**src/hw/rtl/gmc_pkg.sv**
```systemverilog
`default_nettype none

package gmc_pkg;

    localparam int DEF_MAX_ROWS       = 128;
    localparam int DEF_MAX_COLS       = 128;
    localparam int DEF_FRONTIER_DEPTH = 16384;

    localparam int RAND_W     = 31;
    localparam int COORD_W    = 7;
    localparam int COUNT_W    = 15;
    localparam int CFG_DATA_W = 8;
    localparam int SPACING_W  = 4;

    // modulo unit retires two dividend bits per cycle
    localparam int DIV_PAD_W = RAND_W + (RAND_W % 2);
    localparam int DIV_STEPS = DIV_PAD_W / 2;

    typedef logic [1:0] cfg_addr_t;

    localparam cfg_addr_t CFG_GRID_HEIGHT  = 2'd0;
    localparam cfg_addr_t CFG_GRID_WIDTH   = 2'd1;
    localparam cfg_addr_t CFG_CELL_SPACING = 2'd2;

    localparam logic [CFG_DATA_W-1:0] RST_GRID_HEIGHT  = 8'd99;
    localparam logic [CFG_DATA_W-1:0] RST_GRID_WIDTH   = 8'd99;
    localparam logic [SPACING_W-1:0]  RST_CELL_SPACING = 4'd2;

    typedef enum logic [1:0] {
        DIR_UP,
        DIR_LEFT,
        DIR_DOWN,
        DIR_RIGHT
    } dir_t;

    typedef enum logic [1:0] {
        RES_START,
        RES_EMPTY,
        RES_CARVE,
        RES_DROP
    } res_kind_t;

    typedef enum logic [3:0] {
        ST_IDLE,
        ST_CLEAR,
        ST_DIV,
        ST_LOAD,
        ST_PROBE,
        ST_CHECK,
        ST_MARK_RD,
        ST_MARK_WR,
        ST_DROP_RD,
        ST_DROP_WR,
        ST_FINISH
    } state_t;

    typedef struct packed {
        logic busy;
        logic done;
    } div_status_t;

endpackage

`default_nettype wire

```
**src/hw/rtl/gmc_divider.sv**
```systemverilog
`default_nettype none

module gmc_divider #(
    parameter int DW = 15
) (
    input  wire logic                      clk,
    input  wire logic                      rst_n,
    input  wire logic                      start,
    input  wire logic [gmc_pkg::RAND_W-1:0] dividend,
    input  wire logic [DW-1:0]             divisor,
    output gmc_pkg::div_status_t           status,
    output logic [DW-1:0]                  remainder
);

    import gmc_pkg::*;

    localparam int CNT_W = $clog2(DIV_STEPS);

    logic                 busy_reg, busy_next;
    logic                 done_reg, done_next;
    logic [CNT_W-1:0]     cnt_reg, cnt_next;
    logic [DIV_PAD_W-1:0] bits_reg, bits_next;
    logic [DW-1:0]        rem_reg, rem_next;
    logic [DW-1:0]        dvs_reg, dvs_next;

    logic [DW:0] trial1, trial2, part1, part2;

    always_comb
    begin
        trial1 = {rem_reg, bits_reg[DIV_PAD_W-1]};
        part1  = (trial1 >= {1'b0, dvs_reg}) ? trial1 - {1'b0, dvs_reg} : trial1;
        trial2 = {part1[DW-1:0], bits_reg[DIV_PAD_W-2]};
        part2  = (trial2 >= {1'b0, dvs_reg}) ? trial2 - {1'b0, dvs_reg} : trial2;
    end

    always_comb
    begin
        busy_next = busy_reg;
        done_next = 1'b0;
        cnt_next  = cnt_reg;
        bits_next = bits_reg;
        rem_next  = rem_reg;
        dvs_next  = dvs_reg;
        if (start)
        begin
            busy_next = 1'b1;
            cnt_next  = '0;
            bits_next = DIV_PAD_W'(dividend);
            rem_next  = '0;
            dvs_next  = divisor;
        end
        else if (busy_reg)
        begin
            bits_next = bits_reg << 2;
            rem_next  = part2[DW-1:0];
            cnt_next  = cnt_reg + CNT_W'(1);
            if (cnt_reg == CNT_W'(DIV_STEPS - 1))
            begin
                busy_next = 1'b0;
                done_next = 1'b1;
            end
        end
    end

    always_ff @(posedge clk or negedge rst_n)
    begin
        if (!rst_n)
        begin
            busy_reg <= 1'b0;
            done_reg <= 1'b0;
            cnt_reg  <= '0;
        end
        else
        begin
            busy_reg <= busy_next;
            done_reg <= done_next;
            cnt_reg  <= cnt_next;
        end
    end

    always_ff @(posedge clk)
    begin
        bits_reg <= bits_next;
        rem_reg  <= rem_next;
        dvs_reg  <= dvs_next;
    end

    assign status.busy = busy_reg;
    assign status.done = done_reg;
    assign remainder   = rem_reg;

endmodule

`default_nettype wire

```
**config.mk**
```make
export PLATFORM = sky130hd
export DESIGN_NAME = gmc_divider
export DESIGN_NICKNAME = d
export VERILOG_FILES = /design/src/hw/rtl/gmc_pkg.sv /design/src/hw/rtl/gmc_divider.sv
export SDC_FILE = /design/constraint.sdc
export NUM_CORES = 1
export LEC_CHECK = 0
export BUFFER_PORTS_ARGS = -buffer_cell sky130_fd_sc_hd__buf_4
export CAP_MARGIN = 5
export CORE_MARGIN = 2
export CORE_UTILIZATION = 30
export DETAILED_ROUTE_END_ITERATION = 8
export MAX_ROUTING_LAYER = met4
export PLACE_DENSITY = 0.45
export RECOVER_POWER = 25
export SLEW_MARGIN = 20
export SYNTH_ARGS = -nofsm -noshare
export SYNTH_HDL_FRONTEND = slang
export SYNTH_SLANG_ARGS = --single-unit
```
**constraint.sdc**
```tcl
create_clock -name clk -period 10.2 [get_ports clk]
set_input_delay 0.51 -clock clk [delete_from_list [all_inputs] [get_ports clk]]
set_output_delay 0.51 -clock clk [all_outputs]
set_load 0.02 [all_outputs]
```
==> impl_table.tex <==
\begin{tabular}{lr}
\hline
Metric & Value \\
\hline
\multicolumn{2}{l}{\textbf{Status}} \\
Run status & finished with violations \\
Failing checks & capacitance limit, slew limit \\
\multicolumn{2}{l}{\textbf{Placed design}} \\
Placer congestion estimate & 0.882 \\
Area after detailed placement & 0.00504 sq mm \\
Number of port buffers & 65 \\
Pre-CTS setup slack & 4800 ps \\
Post-DP HPWL & 7950 um \\
\multicolumn{2}{l}{\textbf{Pwr}} \\
Pwr/cell area & 297 mW/mm\^{}2 \\
Worst vdd rail ir drop & roughly 0.00012 V \\
Leak & $\sim$2.3 nW \\
\multicolumn{2}{l}{\textbf{Logic synthesis}} \\
Synth top area cells & edfxtp\_1 32\%, mux2\_2 9.0\%, ha\_1 8.9\%, dfxtp\_1 7.3\%, xnor2\_1 3.6\% \\
Most used DFF post-synth & edfxtp\_1 \\
Portion of synthesized cell area occupied by the leading cell type & 31.6\% \\
Leading area contributor after synthesis & edfxtp\_1 \\
Area of the mapped netlist & 0.00437 sq mm \\
Synth cell types & 59 \\
Most frequent cell after synthesis & edfxtp\_1 \\
Seq cells post-synth & 68 \\
Syn Nets & 493 \\
Avg Synthesized Cell Area & 10.6 sq um \\
Sequential fraction of the synthesis area & roughly 42\% \\
Count of warnings emitted by yosys & 0 \\
Synthesized instance count & 411 \\
Top cells by count, synth & 46 x edfxtp\_1, 35 x mux2\_2, 34 x nor2\_1 \\
Fraction of registers with async set or reset after synthesis & 8.82\% \\
Count of flip-flops with a built-in enable after synthesis & 46 \\
\multicolumn{2}{l}{\textbf{STA}} \\
Setup repair after global routing missed its margin & no \\
Setup ws final & 4710 ps \\
Worst slew margin relative to its limit & -134\% \\
Count of final hold-check violations & 0 \\
Slew @ Worst Pin & 3500 ps \\
Worst setup skew after layout & 7.27 ps \\
Max-slew violation count & just under 70 \\
Max Clock Freq & about 180 MHz \\
Ratio of final minimum period to clock period & 53.8\% \\
Total negative setup slack & 0 ps \\
Worst-case hold slack & 368 ps \\
Number of setup violations in the final report & 0 \\
Min Tclk post-route & 5490 ps \\
\multicolumn{2}{l}{\textbf{Detailed routing}} \\
DR iter-0 viols & between 150 and 200 \\
Drt first pass iters & 4 \\
Count of unresolved DRC violations after routing & 0 \\
Wire per inst & 15.8 um \\
Wirelength, routed & between 10000 and 15000 um \\
DR vias & approximately 3300 \\
Via/cell ratio & 4.93 \\
Number of routed nets with antenna violations & 0 \\
\multicolumn{2}{l}{\textbf{Global route}} \\
Via count of the first global-routing pass & 3379 \\
Initial antenna violation count & 0 \\
First-pass GRT wire length & 17500 um \\
All-layer global routing usage & 14.7\% \\
Largest net degree at the start of global routing & between 60 and 70 \\
Global route overflow & 0 \\
\multicolumn{2}{l}{\textbf{Floorplanning}} \\
Area of the placeable core & $\sim$0.014 sq mm \\
Die Span X & 125 um \\
Top-Level Pins & 66 \\
Initial Utilization & 30.4\% \\
Total die area & around 0.016 sq mm \\
Chip height & 125 um \\
Number of placement rows & 44 \\
\multicolumn{2}{l}{\textbf{Critical path}} \\
Category of the worst setup path capture point & flip-flop \\
Type of the worst setup path & reg -> reg \\
Critical path data arrival time & 5700 ps \\
Startpoint class of the critical path & flip-flop \\
Required arrival time at the worst endpoint & 10410 ps \\
Largest fanout on the critical path & 18 \\
\multicolumn{2}{l}{\textbf{Cells and area}} \\
Summed area of non-filler cells in the final layout & 0.00537 sq mm \\
Flip-flop count of the largest register, all copies and words added & 32 \\
Fraction of layout instances using a drive strength above 1 & 25.6\% \\
Count of nets after finishing & 557 \\
Filler cells & 1420 \\
N\_diodes & 0 \\
Area growth from synthesis to layout & 22.8\% \\
\multicolumn{2}{l}{\textbf{Clock network}} \\
Worst-case clock buffer depth & 2 \\
Max H-tree Level & 3 \\
CTS buffer count & 9 \\
Clock-pin slew reported for the worst setup and hold paths after clock tree synthesis & 60 ps \\
CTS tree & done \\
Clock root buffer & clkbuf\_16 \\
Number of gates resized after CTS & 0 \\
Clk\_lat worst skew & 340 ps \\
Clock sink count & 68 \\
Post-CTS setup repair buffer count & 0 \\
\multicolumn{2}{l}{\textbf{Worst hold path}} \\
Worst min-delay path category & in -> reg \\
\multicolumn{2}{l}{\textbf{Job}} \\
Maxcap violations & 1 \\
\hline
\end{tabular}
per-layer routing:
layer | up-vias | global-route usage, % | wire length, um
li1 | 1666 | - | -
met1 | 1519 | 20.6 | 5300
met2 | 79 | 20.4 | 4460
met3 | 12 | 3.05 | 563
met4 | 0 | 6.08 | 178
met5 | - | - | 0
cell type report:
| class | instances | area, sq um | share of cell area [%] |
|---|---|---|---|
| clock inverters | 7 | 105 | 1.96 |
| well taps | 184 | 230 | 4.29 |
| inverters | 22 | 82.6 | 1.54 |
| flip-flops and latches | 68 | 1850 | 34.5 |
| multi-input cells | 305 | 2360 | 44.0 |
| clock buffers | 9 | 225 | 4.19 |
| repair buffers | 69 | 513 | 9.55 |
through the flow:
stage | total power, W | util, % | instances
floorplan | 0.00103 | - | 411
global placement | 0.00125 | 35.0 | 647
detailed placement | 0.00125 | 35.0 | 647
CTS | 0.00160 | 37.4 | 664
global route | 0.00172 | 37.4 | 664
finish | 0.00160 | 37.4 | 664
placed cells by master (no fill, tap or decap), types with 4 or more instances in the layout:
master / count
ha_1: 31
a211oi_1: 12
nor3_1: 4
o21bai_1: 5
clkbuf_4: 15
inv_1: 22
nand2_1: 24
nor2_1: 34
nor2b_1: 6
clkbuf_16: 9
xnor2_1: 18
o21ai_0: 22
edfxtp_1: 46
a21oi_1: 20
dfrtp_1: 6
mux2_2: 35
xor2_1: 6
nand2b_1: 5
o21a_1: 8
buf_4: 51
nand4_1: 5
a21o_1: 5
nand3_1: 5
dfxtp_1: 16
mux2i_1: 13
worst max-delay path: stages (launching register included):
cell	delay (ps)
edfxtp_1	400
ha_1	210
inv_1	70
fa_1	230
a211oi_1	110
o21bai_1	180
a21boi_0	450
o21a_1	690
mux2_2	430
ha_1	230
a211oi_1	440
o21bai_1	160
a21o_1	200
a221oi_1	290
a21oi_1	160
a2111oi_4	190
buf_4	330
mux2_2	370
a211oi_1	200
report_power, final:
group	switching, W	leakage, nW	internal (W)
registers	0.0000399	0.687	0.000343
clock network	0.000131	0.159	0.000218
logic	0.000473	1.45	0.000391
total	0.000644	2.29	0.000952
cell families (layout without fill, tap and decap cells):
logic type	Yosys count	after routing	synth area share (%)
compound gates	102	102	16.6
xor+xnor	24	24	4.81
fa+ha+maj	33	33	9.79
simple gates	98	98	10.9
mux	48	48	12.0
flops	68	68	42.4
buf+inv	38	107	3.61
path summary, 6_finish.rpt:
kind | depth (start not counted) | slack, ps | from | to
worst max register to register | 18 | 4710 | dvs_reg[0]$_DFFE_PP_ | remainder[1]$_SDFFE_PP0P_
worst max-delay path | 18 | 4710 | dvs_reg[0]$_DFFE_PP_ | remainder[1]$_SDFFE_PP0P_
worst min-delay path | 1 | 370 | divisor[1] | dvs_reg[1]$_DFFE_PP_
worst min register to register | 2 | 530 | bits_reg[31]$_SDFFE_PP0P_ | bits_reg[31]$_SDFFE_PP0P_
max in group asynchronous | 2 | 9350 | rst_n | cnt_reg[2]$_DFFE_PN0P_
min in group asynchronous | 2 | 590 | rst_n | cnt_reg[1]$_DFFE_PN0P_
repair_timing:
item / 4_1_cts / 5_1_grt
endpoints found under the setup margin: 0 / 0
hold endpoints to repair: 6 / 0
hold buffers: 1 / 0
Power figures use the tool's default switching activity.
